<file path="src/rtl/core/ibf_pkg.sv">
// ----------------------------------------------------------------------------
// ibf_pkg
// Shared types and constants for the IR beacon burst angle finder.
// ----------------------------------------------------------------------------
package ibf_pkg;

  localparam int NUM_BEACONS = 3;
  localparam int ANGLE_SHIFT = 12;
  localparam int QUEUE_DEPTH = 4;

  localparam logic [15:0] GAP_RESET   = 16'd30;
  localparam logic [15:0] TURN_RESET  = 16'd2353;
  localparam logic [15:0] SCALE_RESET = 16'd223;

  // item kinds
  localparam logic ACT_EDGE    = 1'b0;
  localparam logic ACT_COMPUTE = 1'b1;

  // beacon codes
  localparam logic [1:0] BEACON_MOTHER = 2'd0;
  localparam logic [1:0] BEACON_CORNER = 2'd1;
  localparam logic [1:0] BEACON_MIDDLE = 2'd2;
  localparam logic [1:0] BEACON_NONE   = 2'd3;

  // configuration register indexes
  localparam logic [1:0] REG_GAP   = 2'd0;
  localparam logic [1:0] REG_TURN  = 2'd1;
  localparam logic [1:0] REG_SCALE = 2'd2;

  // result status codes
  localparam logic [1:0] STATUS_OK         = 2'd0;
  localparam logic [1:0] STATUS_CORNER_MID = 2'd1;
  localparam logic [1:0] STATUS_MID_MOTHER = 2'd2;
  localparam logic [1:0] STATUS_MOTHER_COR = 2'd3;

  typedef struct packed {
    logic        action;
    logic [1:0]  beacon;
    logic [15:0] timestamp;
  } item_t;

  typedef struct packed {
    logic  valid;
    item_t item;
  } q_req_t;

endpackage

</file>
<file path="src/rtl/core/ibf_front.sv">
// ----------------------------------------------------------------------------
// ibf_front
// Input stage: accepts requests, drops edges of unknown beacons, and hands
// classified items to the queue.
// ----------------------------------------------------------------------------
module ibf_front (
  input  logic           clk,
  input  logic           rst_n,
  input  logic           in_valid,
  output logic           in_ready,
  input  logic           in_action,
  input  logic [1:0]     in_beacon,
  input  logic [15:0]    in_timestamp,
  input  logic           q_full,
  output ibf_pkg::q_req_t push
);

  logic           valid_r, valid_nxt;
  ibf_pkg::item_t item_r, item_nxt;
  logic           push_fire;
  logic           accept;
  logic           keep;

  assign push_fire = valid_r && !q_full;
  assign in_ready  = !valid_r || push_fire;
  assign accept    = in_valid && in_ready;
  // drop edges tagged with the unused beacon code
  assign keep      = (in_action == ibf_pkg::ACT_COMPUTE) ||
                     (in_beacon != ibf_pkg::BEACON_NONE);

  always_comb begin
    valid_nxt = valid_r;
    item_nxt  = item_r;
    if (push_fire) begin
      valid_nxt = 1'b0;
    end
    if (accept && keep) begin
      valid_nxt          = 1'b1;
      item_nxt.action    = in_action;
      item_nxt.beacon    = in_beacon;
      item_nxt.timestamp = in_timestamp;
    end
  end

  always_ff @(posedge clk) begin
    if (!rst_n) begin
      valid_r <= 1'b0;
    end else begin
      valid_r <= valid_nxt;
    end
    item_r <= item_nxt;
  end

  assign push.valid = push_fire;
  assign push.item  = item_r;

endmodule

</file>
<file path="src/rtl/core/ibf_queue.sv">
// ----------------------------------------------------------------------------
// ibf_queue
// Short FIFO between the front and the back.
// ----------------------------------------------------------------------------
module ibf_queue #(
  parameter int DEPTH = ibf_pkg::QUEUE_DEPTH
) (
  input  logic            clk,
  input  logic            rst_n,
  input  ibf_pkg::q_req_t push,
  output logic            full,
  input  logic            pop,
  output logic            head_valid,
  output ibf_pkg::item_t  head_item
);

  localparam int PW = (DEPTH > 1) ? $clog2(DEPTH) : 1;
  localparam int CW = $clog2(DEPTH + 1);

  ibf_pkg::item_t mem_r [DEPTH];
  logic [PW-1:0]  wr_ptr_r, wr_ptr_nxt;
  logic [PW-1:0]  rd_ptr_r, rd_ptr_nxt;
  logic [CW-1:0]  count_r, count_nxt;
  logic           do_pop;

  assign full       = (count_r == CW'(DEPTH));
  assign head_valid = (count_r != '0);
  assign head_item  = mem_r[rd_ptr_r];
  assign do_pop     = pop && head_valid;

  always_comb begin
    wr_ptr_nxt = wr_ptr_r;
    rd_ptr_nxt = rd_ptr_r;
    count_nxt  = count_r;
    if (push.valid) begin
      wr_ptr_nxt = (wr_ptr_r == PW'(DEPTH - 1)) ? '0 : wr_ptr_r + 1'b1;
    end
    if (do_pop) begin
      rd_ptr_nxt = (rd_ptr_r == PW'(DEPTH - 1)) ? '0 : rd_ptr_r + 1'b1;
    end
    if (push.valid && !do_pop) begin
      count_nxt = count_r + 1'b1;
    end else if (!push.valid && do_pop) begin
      count_nxt = count_r - 1'b1;
    end
  end

  always_ff @(posedge clk) begin
    if (!rst_n) begin
      wr_ptr_r <= '0;
      rd_ptr_r <= '0;
      count_r  <= '0;
    end else begin
      wr_ptr_r <= wr_ptr_nxt;
      rd_ptr_r <= rd_ptr_nxt;
      count_r  <= count_nxt;
    end
    if (push.valid) begin
      mem_r[wr_ptr_r] <= push.item;
    end
  end

endmodule

</file>
<file path="src/rtl/core/ibf_back.sv">
// ----------------------------------------------------------------------------
// ibf_back
// Burst trackers per beacon and the end-of-rotation angle sequencer.
// ----------------------------------------------------------------------------
module ibf_back (
  input  logic               clk,
  input  logic               rst_n,
  input  logic               cfg_we,
  input  logic [1:0]         cfg_index,
  input  logic [15:0]        cfg_wdata,
  input  logic               head_valid,
  input  ibf_pkg::item_t     head_item,
  output logic               pop,
  output logic               out_valid,
  input  logic               out_ready,
  output logic signed [15:0] out_angle_a,
  output logic signed [15:0] out_angle_b,
  output logic [1:0]         out_status
);

  localparam int NB = ibf_pkg::NUM_BEACONS;
  localparam int SH = ibf_pkg::ANGLE_SHIFT;

  localparam logic [2:0] ST_IDLE   = 3'd0;
  localparam logic [2:0] ST_REBASE = 3'd1;
  localparam logic [2:0] ST_WRAP   = 3'd2;
  localparam logic [2:0] ST_ORDER  = 3'd3;
  localparam logic [2:0] ST_MUL    = 3'd4;
  localparam logic [2:0] ST_OUT    = 3'd5;

  localparam logic [1:0] BR_MOTHER = 2'd0;
  localparam logic [1:0] BR_CORNER = 2'd1;
  localparam logic [1:0] BR_MIDDLE = 2'd2;

  logic [15:0] gap_r, turn_r, scale_r;

  logic [15:0] bbeg_r [NB];
  logic [15:0] bend_r [NB];
  logic [15:0] blen_r [NB];
  logic [15:0] blong_r [NB];
  logic [15:0] bctr_r [NB];
  logic [15:0] bbeg_nxt [NB];
  logic [15:0] bend_nxt [NB];
  logic [15:0] blen_nxt [NB];
  logic [15:0] blong_nxt [NB];
  logic [15:0] bctr_nxt [NB];
  logic [15:0] final_ctr [NB];

  logic [2:0]  state_r, state_nxt;
  logic [1:0]  br_r, br_nxt;
  logic [15:0] mo_r, co_r, mi_r;
  logic [15:0] x_r, x_nxt, y_r, y_nxt;
  logic [15:0] a_r, a_nxt, b_r, b_nxt;
  logic [1:0]  status_r, status_nxt;
  logic signed [32:0] pa_r, pb_r;

  logic        out_valid_r, out_valid_nxt;
  logic [15:0] out_a_r, out_b_r;
  logic [1:0]  out_status_r;
  logic        out_load;

  logic        pop_edge, pop_comp;
  logic [16:0] diff [NB];
  logic        cont [NB];

  assign pop      = head_valid && (state_r == ST_IDLE);
  assign pop_edge = pop && (head_item.action == ibf_pkg::ACT_EDGE);
  assign pop_comp = pop && (head_item.action == ibf_pkg::ACT_COMPUTE);
  assign out_load = (state_r == ST_OUT) && (!out_valid_r || out_ready);

  // burst trackers, one lane per beacon
  always_comb begin
    for (int k = 0; k < NB; k++) begin
      diff[k] = {1'b0, head_item.timestamp} - {1'b0, bend_r[k]};
      cont[k] = $signed(diff[k]) < $signed({1'b0, gap_r});
      final_ctr[k] = (blen_r[k] > blong_r[k]) ?
                     bbeg_r[k] + {1'b0, blen_r[k][15:1]} : bctr_r[k];
      bbeg_nxt[k]  = bbeg_r[k];
      bend_nxt[k]  = bend_r[k];
      blen_nxt[k]  = blen_r[k];
      blong_nxt[k] = blong_r[k];
      bctr_nxt[k]  = bctr_r[k];
      if (pop_edge && head_item.beacon == 2'(k)) begin
        if (cont[k]) begin
          bend_nxt[k] = head_item.timestamp;
          blen_nxt[k] = head_item.timestamp - bbeg_r[k];
        end else begin
          // close the open burst, keep it if it is the longest
          if (blen_r[k] > blong_r[k]) begin
            blong_nxt[k] = blen_r[k];
            bctr_nxt[k]  = final_ctr[k];
          end
          bbeg_nxt[k] = head_item.timestamp;
          bend_nxt[k] = head_item.timestamp;
          blen_nxt[k] = '0;
        end
      end
      if (pop_comp) begin
        bbeg_nxt[k]  = '0;
        bend_nxt[k]  = '0;
        blen_nxt[k]  = '0;
        blong_nxt[k] = '0;
        bctr_nxt[k]  = '0;
      end
    end
  end

  // angle sequencer
  always_comb begin
    state_nxt  = state_r;
    br_nxt     = br_r;
    x_nxt      = x_r;
    y_nxt      = y_r;
    a_nxt      = a_r;
    b_nxt      = b_r;
    status_nxt = status_r;
    unique case (state_r)
      ST_IDLE: begin
        if (pop_comp) begin
          state_nxt = ST_REBASE;
        end
      end
      ST_REBASE: begin
        // rebase to the earliest centre; ties fall to the middle branch
        priority if (mo_r < co_r && mo_r < mi_r) begin
          br_nxt = BR_MOTHER;
          x_nxt  = co_r - mo_r;
          y_nxt  = mi_r - mo_r;
        end else if (co_r < mo_r && co_r < mi_r) begin
          br_nxt = BR_CORNER;
          x_nxt  = mo_r - co_r;
          y_nxt  = mi_r - co_r;
        end else begin
          br_nxt = BR_MIDDLE;
          x_nxt  = mo_r - mi_r;
          y_nxt  = co_r - mi_r;
        end
        state_nxt = ST_WRAP;
      end
      ST_WRAP: begin
        x_nxt     = (x_r > turn_r) ? x_r - turn_r : x_r;
        y_nxt     = (y_r > turn_r) ? y_r - turn_r : y_r;
        state_nxt = ST_ORDER;
      end
      ST_ORDER: begin
        status_nxt = ibf_pkg::STATUS_OK;
        a_nxt      = '0;
        b_nxt      = '0;
        unique case (br_r)
          BR_MOTHER: begin
            if (x_r < y_r) begin
              status_nxt = ibf_pkg::STATUS_CORNER_MID;
            end
            a_nxt = turn_r - x_r;
            b_nxt = y_r;
          end
          BR_CORNER: begin
            if (y_r < x_r) begin
              status_nxt = ibf_pkg::STATUS_MID_MOTHER;
            end
            a_nxt = x_r;
            b_nxt = y_r - x_r;
          end
          default: begin
            if (x_r < y_r) begin
              status_nxt = ibf_pkg::STATUS_MOTHER_COR;
            end
            a_nxt = x_r - y_r;
            b_nxt = turn_r - x_r;
          end
        endcase
        state_nxt = ST_MUL;
      end
      ST_MUL: begin
        state_nxt = ST_OUT;
      end
      ST_OUT: begin
        if (out_load) begin
          state_nxt = ST_IDLE;
        end
      end
      default: begin
        state_nxt = ST_IDLE;
      end
    endcase
  end

  always_comb begin
    out_valid_nxt = out_valid_r;
    if (out_load) begin
      out_valid_nxt = 1'b1;
    end else if (out_ready) begin
      out_valid_nxt = 1'b0;
    end
  end

  always_ff @(posedge clk) begin
    if (!rst_n) begin
      gap_r       <= ibf_pkg::GAP_RESET;
      turn_r      <= ibf_pkg::TURN_RESET;
      scale_r     <= ibf_pkg::SCALE_RESET;
      state_r     <= ST_IDLE;
      out_valid_r <= 1'b0;
      for (int k = 0; k < NB; k++) begin
        bbeg_r[k]  <= '0;
        bend_r[k]  <= '0;
        blen_r[k]  <= '0;
        blong_r[k] <= '0;
        bctr_r[k]  <= '0;
      end
    end else begin
      if (cfg_we) begin
        unique case (cfg_index)
          ibf_pkg::REG_GAP:   gap_r   <= cfg_wdata;
          ibf_pkg::REG_TURN:  turn_r  <= cfg_wdata;
          ibf_pkg::REG_SCALE: scale_r <= cfg_wdata;
          default: ;
        endcase
      end
      state_r     <= state_nxt;
      out_valid_r <= out_valid_nxt;
      for (int k = 0; k < NB; k++) begin
        bbeg_r[k]  <= bbeg_nxt[k];
        bend_r[k]  <= bend_nxt[k];
        blen_r[k]  <= blen_nxt[k];
        blong_r[k] <= blong_nxt[k];
        bctr_r[k]  <= bctr_nxt[k];
      end
    end
    if (pop_comp) begin
      mo_r <= final_ctr[ibf_pkg::BEACON_MOTHER];
      co_r <= final_ctr[ibf_pkg::BEACON_CORNER];
      mi_r <= final_ctr[ibf_pkg::BEACON_MIDDLE];
    end
    br_r     <= br_nxt;
    x_r      <= x_nxt;
    y_r      <= y_nxt;
    a_r      <= a_nxt;
    b_r      <= b_nxt;
    status_r <= status_nxt;
    pa_r     <= 33'($signed(a_r)) * 33'($signed({1'b0, scale_r}));
    pb_r     <= 33'($signed(b_r)) * 33'($signed({1'b0, scale_r}));
    if (out_load) begin
      // arithmetic shift gives floor rounding; zero the angles on error
      out_status_r <= status_r;
      out_a_r      <= (status_r == ibf_pkg::STATUS_OK) ? pa_r[SH+15:SH] : '0;
      out_b_r      <= (status_r == ibf_pkg::STATUS_OK) ? pb_r[SH+15:SH] : '0;
    end
  end

  assign out_valid   = out_valid_r;
  assign out_angle_a = $signed(out_a_r);
  assign out_angle_b = $signed(out_b_r);
  assign out_status  = out_status_r;

endmodule

</file>
<file path="src/rtl/core/ir_beacon_burst_angle_finder.sv">
// Path: an end-of-rotation request passes the input register, the queue,
//   and the sequencer states REBASE, WRAP, ORDER, MUL and OUT to out_valid.
// Throughput: one edge request per cycle while the queue has room; an
//   end-of-rotation request holds the back end until its result is loaded.
// Reset: synchronous, active low; clears burst state, queue and output, and
//   loads the configuration registers with their default values.
// ----------------------------------------------------------------------------
// ir_beacon_burst_angle_finder
// Tracks IR bursts per beacon and computes beacon angles once per rotation.
// ----------------------------------------------------------------------------
module ir_beacon_burst_angle_finder #(
  parameter int QUEUE_DEPTH = ibf_pkg::QUEUE_DEPTH
) (
  input  logic               clk,
  input  logic               rst_n,
  input  logic               cfg_we,
  input  logic [1:0]         cfg_index,
  input  logic [15:0]        cfg_wdata,
  input  logic               in_valid,
  output logic               in_ready,
  input  logic               in_action,
  input  logic [1:0]         in_beacon,
  input  logic [15:0]        in_timestamp,
  output logic               out_valid,
  input  logic               out_ready,
  output logic signed [15:0] out_angle_a,
  output logic signed [15:0] out_angle_b,
  output logic [1:0]         out_status
);

  ibf_pkg::q_req_t push;
  ibf_pkg::item_t  head_item;
  logic            q_full;
  logic            head_valid;
  logic            pop;

  ibf_front u_front (
    .clk          (clk),
    .rst_n        (rst_n),
    .in_valid     (in_valid),
    .in_ready     (in_ready),
    .in_action    (in_action),
    .in_beacon    (in_beacon),
    .in_timestamp (in_timestamp),
    .q_full       (q_full),
    .push         (push)
  );

  ibf_queue #(
    .DEPTH (QUEUE_DEPTH)
  ) u_queue (
    .clk        (clk),
    .rst_n      (rst_n),
    .push       (push),
    .full       (q_full),
    .pop        (pop),
    .head_valid (head_valid),
    .head_item  (head_item)
  );

  ibf_back u_back (
    .clk         (clk),
    .rst_n       (rst_n),
    .cfg_we      (cfg_we),
    .cfg_index   (cfg_index),
    .cfg_wdata   (cfg_wdata),
    .head_valid  (head_valid),
    .head_item   (head_item),
    .pop         (pop),
    .out_valid   (out_valid),
    .out_ready   (out_ready),
    .out_angle_a (out_angle_a),
    .out_angle_b (out_angle_b),
    .out_status  (out_status)
  );

endmodule

</file>
<file path="config.mk">
export PLATFORM = sky130hd
export DESIGN_NAME = ir_beacon_burst_angle_finder
export DESIGN_NICKNAME = d
export VERILOG_FILES = /design/src/rtl/core/ibf_pkg.sv /design/src/rtl/core/ibf_front.sv /design/src/rtl/core/ibf_queue.sv /design/src/rtl/core/ibf_back.sv /design/src/rtl/core/ir_beacon_burst_angle_finder.sv
export SDC_FILE = /design/constraint.sdc
export NUM_CORES = 2
export LEC_CHECK = 0
export CORE_MARGIN = 2
export CORE_UTILIZATION = 30
export DETAILED_ROUTE_END_ITERATION = 10
export DONT_BUFFER_PORTS = 1
export PLACE_DENSITY = 0.56
export SYNTH_ARGS = -nofsm -noshare
export SYNTH_HDL_FRONTEND = slang
export SYNTH_SLANG_ARGS = --single-unit
</file>
<file path="constraint.sdc">
create_clock -name clk -period 7 [get_ports clk]
set_input_delay 0.7 -clock clk [delete_from_list [all_inputs] [get_ports clk]]
set_output_delay 0.7 -clock clk [all_outputs]
set_load 0.02 [all_outputs]
</file>
## Yosys cells after proc, flatten, opt, wreduce, memory -nomap -nowiden

Memory sizes are Yosys's and may differ from the RTL's. A register that Yosys moved wholly into a read port is not among the register bits.
Index checks and enable logic that the tools add are counted.

| storage, ports and cells | value |
|---|---|
| bits in registers | 285 |
| latch bits | 0 |
| bits in writable memories | 316 |
| memory bits (read-only) | 0 |
| input port bits | 42 |
| output and inout port bits | 36 |
| logic and storage cells | 243 |
| memories | 6 |

Memory list:

| name | depth | bits a word | read ports | clocked after memory_dff | write ports | line | text |
|---|---|---|---|---|---|---|---|
| u_queue.mem_r | 4 | 19 | 1 | 1 | 1 | ibf_queue.sv:20 | `ibf_pkg::item_t mem_r [DEPTH];` |
| u_back.bbeg_r | 3 | 16 | 3 | 0 | 3 | ibf_back.sv:37 | `logic [15:0] bbeg_r [NB];` |
| u_back.bctr_r | 3 | 16 | 3 | 0 | 3 | ibf_back.sv:41 | `logic [15:0] bctr_r [NB];` |
| u_back.bend_r | 3 | 16 | 3 | 0 | 3 | ibf_back.sv:38 | `logic [15:0] bend_r [NB];` |
| u_back.blen_r | 3 | 16 | 3 | 0 | 3 | ibf_back.sv:39 | `logic [15:0] blen_r [NB];` |
| u_back.blong_r | 3 | 16 | 3 | 0 | 3 | ibf_back.sv:40 | `logic [15:0] blong_r [NB];` |

| cells by class | value |
|---|---|
| add/sub/neg operators | 24 |
| $mul | 2 |
| divide/modulo/power cells | 0 |
| magnitude comparators | 14 |
| equal/unequal tests | 18 |
| shifts and indexed selects | 0 |
| multiplexer cells | 98 |
| bitwise gates (word level) | 16 |
| reduce and logical (&&, ||, !) cells | 39 |

Operators by type and width:

| kind | number |
|---|---|
| $mux W16 | 72 |
| $sub A16 B16 Y16 | 14 |
| $pmux W16 S2 | 4 |
| $lt A16 B16 Y1 | 6 |
| $gt A16 B16 Y1 | 5 |
| $mul A16 B17 Y28 | 2 |
| $lt A17 B17 Y1 | 3 |
| $sub A16 B16 Y17 | 3 |
| $add A16 B15 Y16 | 3 |
| $pmux W3 S6 | 1 |
| $logic_and A1 B1 Y1 | 15 |
| $or A1 B1 Y1 | 15 |
| $mux W2 | 7 |
| $mux W3 | 4 |
| $reduce_and A2 Y1 | 6 |
| $eq A3 B3 Y1 const B | 3 |
| $mux W1 | 9 |
| $eq A2 B2 Y1 const B | 4 |
| $logic_not A2 Y1 | 4 |
| $ne A2 B1 Y1 const B | 4 |
| $reduce_bool A2 Y1 | 4 |
| $eq A2 B1 Y1 const B | 3 |
| $eq A3 B2 Y1 const B | 2 |
| $logic_not A1 Y1 | 5 |
| 10 further kinds | 13 |

## Logic depth before layout (Yosys ltp)

An unclocked memory read counts as a cell.

| depth | value |
|---|---|
| depth in word-level cells | 8 |
| depth in mapped cells | 27 |
| depth with buffers taken out | 23 |

## Hierarchy

From an unflattened synthesis, not the netlist that was laid out.

| unflattened totals | value |
|---|---|
| cells, all modules | 5,951 |
| area, all modules | 53,606.4 µm² |

Modules (own cells, without submodules):

| module | times used | cells an instance | area each (µm²) | sequential area each (µm²) |
|---|---|---|---|---|
| ibf_back | 1 | 5,776 | 49,706.4 | 10,990.5 |
| ibf_queue | 1 | 145 | 3,244.4 | 2,462.4 |
| ibf_front | 1 | 30 | 655.6 | 590.6 |

## Worst setup path before layout

OpenSTA, ideal clock, no wires.

| timing path | value |
|---|---|
| kind | reg-to-reg |
| start point | reg (tool-made name) |
| end point | mem u_back.blong_r[0][0] |
| library setup time | 0.128 ns |
| data arrival time | 5.923 ns |
| required time | 6.872 ns |
| path slack | 0.949 ns |
| stages on the path, launching flop included | 26 |
| path buffers | 3 |
| period minus slack after synthesis | 6.051 ns |
| path through | dfxtp_1 > buf_4 > buf_1 > mux4_2 > inv_1 > ha_1 > inv_1 > fa_1 > a21o_1 > a21oi_1 > o21bai_1 > a211oi_1 > a21oi_1 > o21ai_0 > nand2_1 > xor2_1 > ha_1 > nand4_1 > or3_1 > o21ai_0 > a21oi_1 > a311oi_4 > nand3b_2 > buf_2 > mux2i_1 > nor2_1 |

RTL lines:

| element | line |
|---|---|
| to (decl) | ibf_back.sv:40 |

## Worst setup path after layout

| timing path | value |
|---|---|
| start point | reg u_back.a_r[4] |
| end point | reg u_back.pa_r[27] |

| on the way | value |
|---|---|
| longest elaborated chain between the ends | 1 |

RTL lines:

| element | line | text |
|---|---|---|
| from (decl) | ibf_back.sv:53 | `logic [15:0] a_r, a_nxt, b_r, b_nxt;` |
| from (signal assigned) | ibf_back.sv:238 | `a_r <= a_nxt;` |
| $mul A16 B17 Y28 | ibf_back.sv:241 | `pa_r <= 33'($signed(a_r)) * 33'($signed({1'b0, scale_r}));` |
| to (signal assigned) | ibf_back.sv:241 |  |
| to (decl) | ibf_back.sv:55 | `logic signed [32:0] pa_r, pb_r;` |

No other way between the ends.
A chain may end at the register's enable or synchronous reset.

==> impl_metrics.ini <==
[status]
status = complete, no violations

[floorplan]
io_pins = 78
start_util_pct = 30.2
rows = 153
die_y_um = 423
die_area_sq_um = 179000
fp.dieW_um = 423
core_sq_um = 174000

[synthesis]
yosysTopAreaCell = fa_1
ys_seq_area_share_pct = 26.7
synth_cell_types = 83
ys_warn_count = 0
synthCells = 5857
syn_nets = 6890
yosysTopAreaCellShare_pct = 15.2
ys_seq_elements = 579
ys.flop_type = dfxtp_1
async_reset_ff_share_pct = 0
synth-edff-count = 245
synth_area_sq_um = 52700
avgSynthCellArea_sq_um = 8.99
synth_area_leaders = fa_1 (15%), ha_1 (14%), edfxtp_1 (14%)

[grt]
grt_pass1_wl_um = 224000
grt_antenna_before_repair = 0
grt_pass1_vias = 39806
grt_use_total_pct = 15.7
gr-total-overflow = 0
grt_max_degree = 171

[pwr]
p_seq_share_pct = 18.9
ir_drop_mv = 0.458
p_int_w = 0.0136
powerDensity_nw_per_um2 = 451
sw_frac_of_total_pct = 47.7
comb_power_share_pct = 66.7
p_clk_share_pct = 14.4
p_sw_w = 0.0124
leakagePower_nw = 24.5

[layout]
nets = 6795
mostFrequentLayoutCell = inv_1
fin_util_pct = 33.1
instances_no_fill = 8142
syn_to_final_growth_pct = 9.56
antenna_cells = 0
drive_gt1_share_pct = 5.14
final_cell_mix = inv_1 (776), nand2_1 (711), ha_1 (592)

[min_path]
worstHoldPathType = input pin to flip-flop
worstHoldStart = in_timestamp[4]
whs_endpoint = u_front.push[4]
holdPathStages = 0

[timing]
fmax_ghz = 0.152
min_period_ns = 6.59
drv_slew = 0
setup_tns_ns = 0
clock-skew-final_ns = 0.0616
rsz0062_at_grt = no
tightest_slew_ns = 1.17
hold_ws_ns = 0.106
max-slew-margin-rel_pct = 21.4
finalCritPeriodShare_pct = 94.1
hold_violations = 0
setup_viol = 0

[worst_setup_path]
start_kind = flip-flop
crit_path_end_kind = flip-flop
setup.worst_path.start = u_back.a_r[4]
required_ns = 7.56
path_class = flip-flop to flip-flop
critPathMaxFanout = 10
worstPathArrival_ns = 7.15
r2r_start = u_back.a_r[4]
rr_worst_depth = 22
r2r_setup_slack_ns = 0.41
r2r-end = u_back.pa_r[27]

[routing]
drt-total-wl_um = 140000
drt-initial-drc-count = 2131
drc = 0
first_pass_iters = 8
dr_total_vias = 39178
final_antenna_net_count = 0
wl_per_cell_um = 17.2
viasPerCell = 4.81

[placed_design]
dp_hpwl_um = 110000
io_buffer_count = 0
place_inst = 8018
gp_congestion = 0.881

[clocking]
clk_path_buf_depth = 3
root_buffer = clkbuf_16
clk_pin_slew_ns = 0.06
cts-resized-gates = 0
htreeDepth = 3
cts_setup_buffers = 0
hold_buffers = 0
cts_tree = yes
numClockSinks = 579
cts_made_buffers = 67
insertion_delay_ns = 0.69

[job]
cap_viol_max_count = 0
==> kinds of logic (layout without fill, tap and decap cells) <==
kind of cell	after synthesis	in the layout	synth area share [%]
muxes	167	167	3.74
and+or+nand+nor	1745	1745	15.6
xor gates and xnor gates	259	259	4.31
DFF	579	579	26.7
AOI/OAI and AO/OA	1093	1093	13.1
adders and majority gates	991	991	29.2
buffers and inverters	1023	983	7.38
==> per-layer routing <==
metal	global-route usage [%]	vias up	routed length, um
met5	0	-	0
met4	4.51	0	4140
met3	1.87	194	4980
met2	27.4	723	67700
met1	20.2	18944	63300
li1	-	19317	-
==> Yosys cell counts, types with 56 or more instances <==
| master | number |
|---|---|
| a21oi_1 | 411 |
| nand2_1 | 712 |
| dfxtp_1 | 334 |
| clkbuf_1 | 206 |
| nor2_1 | 297 |
| mux2i_1 | 101 |
| nor3_1 | 73 |
| a21boi_0 | 56 |
| a21o_1 | 123 |
| xor2_1 | 93 |
| edfxtp_1 | 245 |
| nor2b_1 | 63 |
| o21ai_0 | 186 |
| nand3_1 | 123 |
| xnor2_1 | 166 |
| nand2b_1 | 56 |
| inv_1 | 777 |
| fa_1 | 399 |
| and2_1 | 284 |
| ha_1 | 592 |
==> layout make-up <==
class / instances / area (sq um)
inverters: 781 / 2930
clock inverters: 41 / 543
repair buffers: 78 / 673
well taps: 2325 / 2910
clock buffers: 83 / 1790
flip-flops and latches: 579 / 14000
fillers: 18042 / 117000
multi-input cells: 4255 / 34800
==> stage by stage <==
stage	instance area [sq um]	setup WS (ns)	total power, W
final	57700	0.412	0.0260
after global routing	57700	0.0111	0.0287
after global placement	55300	0.422	0.0220
after detailed placement	55300	0.370	0.0223
after floorplan	52700	0.949	0.0179
after CTS	57700	0.332	0.0262
==> flip-flops by register name, indices dropped and copies added, names as in the netlist, 16 cells and up, named ones only <==
name                flops
u_back.blong_r         48
u_back.turn_r          16
u_back.a_r             16
u_back.mo_r            16
u_front.push           19
u_back.out_angle_a     16
u_back.pb_r            16
u_back.b_r             16
u_back.bctr_r          48
u_back.bbeg_r          48
u_back.y_r             16
u_queue.mem_r          76
u_back.scale_r         16
u_back.co_r            16
u_back.gap_r           16
u_back.blen_r          48
u_back.x_r             16
u_back.mi_r            16
u_back.pa_r            16
u_back.bend_r          48
u_back.out_angle_b     16
==> worst max-delay path, cell delays in order (launching register included) <==
cell and delay, ns:
edfxtp_1 0.53, and2_1 0.24, fa_1 0.53, inv_1 0.05, fa_1 0.47, fa_1 0.51
inv_1 0.06, fa_1 0.49, fa_1 0.50, inv_1 0.05, fa_1 0.47, inv_1 0.04
ha_1 0.34, a21o_1 0.18, a21oi_1 0.18, o21ai_0 0.14, nand2b_1 0.18, o21ai_0 0.30
o21ai_0 0.21, or4_1 0.45, a31o_2 0.26, a21oi_1 0.17, xnor2_1 0.13
==> worst max-delay path by stage <==
stage,end,slack [ns],depth (start not counted)
after floorplan,u_back.blong_r[0][0],0.95,25
after global routing,u_back.pa_r[27],0.01,22
after CTS,u_back.pa_r[27],0.33,22
after detailed placement,u_back.pa_r[27],0.37,22
after global placement,u_back.pa_r[27],0.42,22
final,u_back.pa_r[27],0.41,22
==> power groups by stage <==
stage / Combinational (W) / Clock (W) / Sequential (W)
after floorplan: 0.0132 / 0 / 0.00471
after global placement: 0.0171 / 0 / 0.00497
after detailed placement: 0.0173 / 0 / 0.00498
after CTS: 0.0174 / 0.00385 / 0.00491
after global routing: 0.0198 / 0.00396 / 0.00497
final: 0.0173 / 0.00373 / 0.00491
Note: power is estimated with default switching activity, not from simulation.
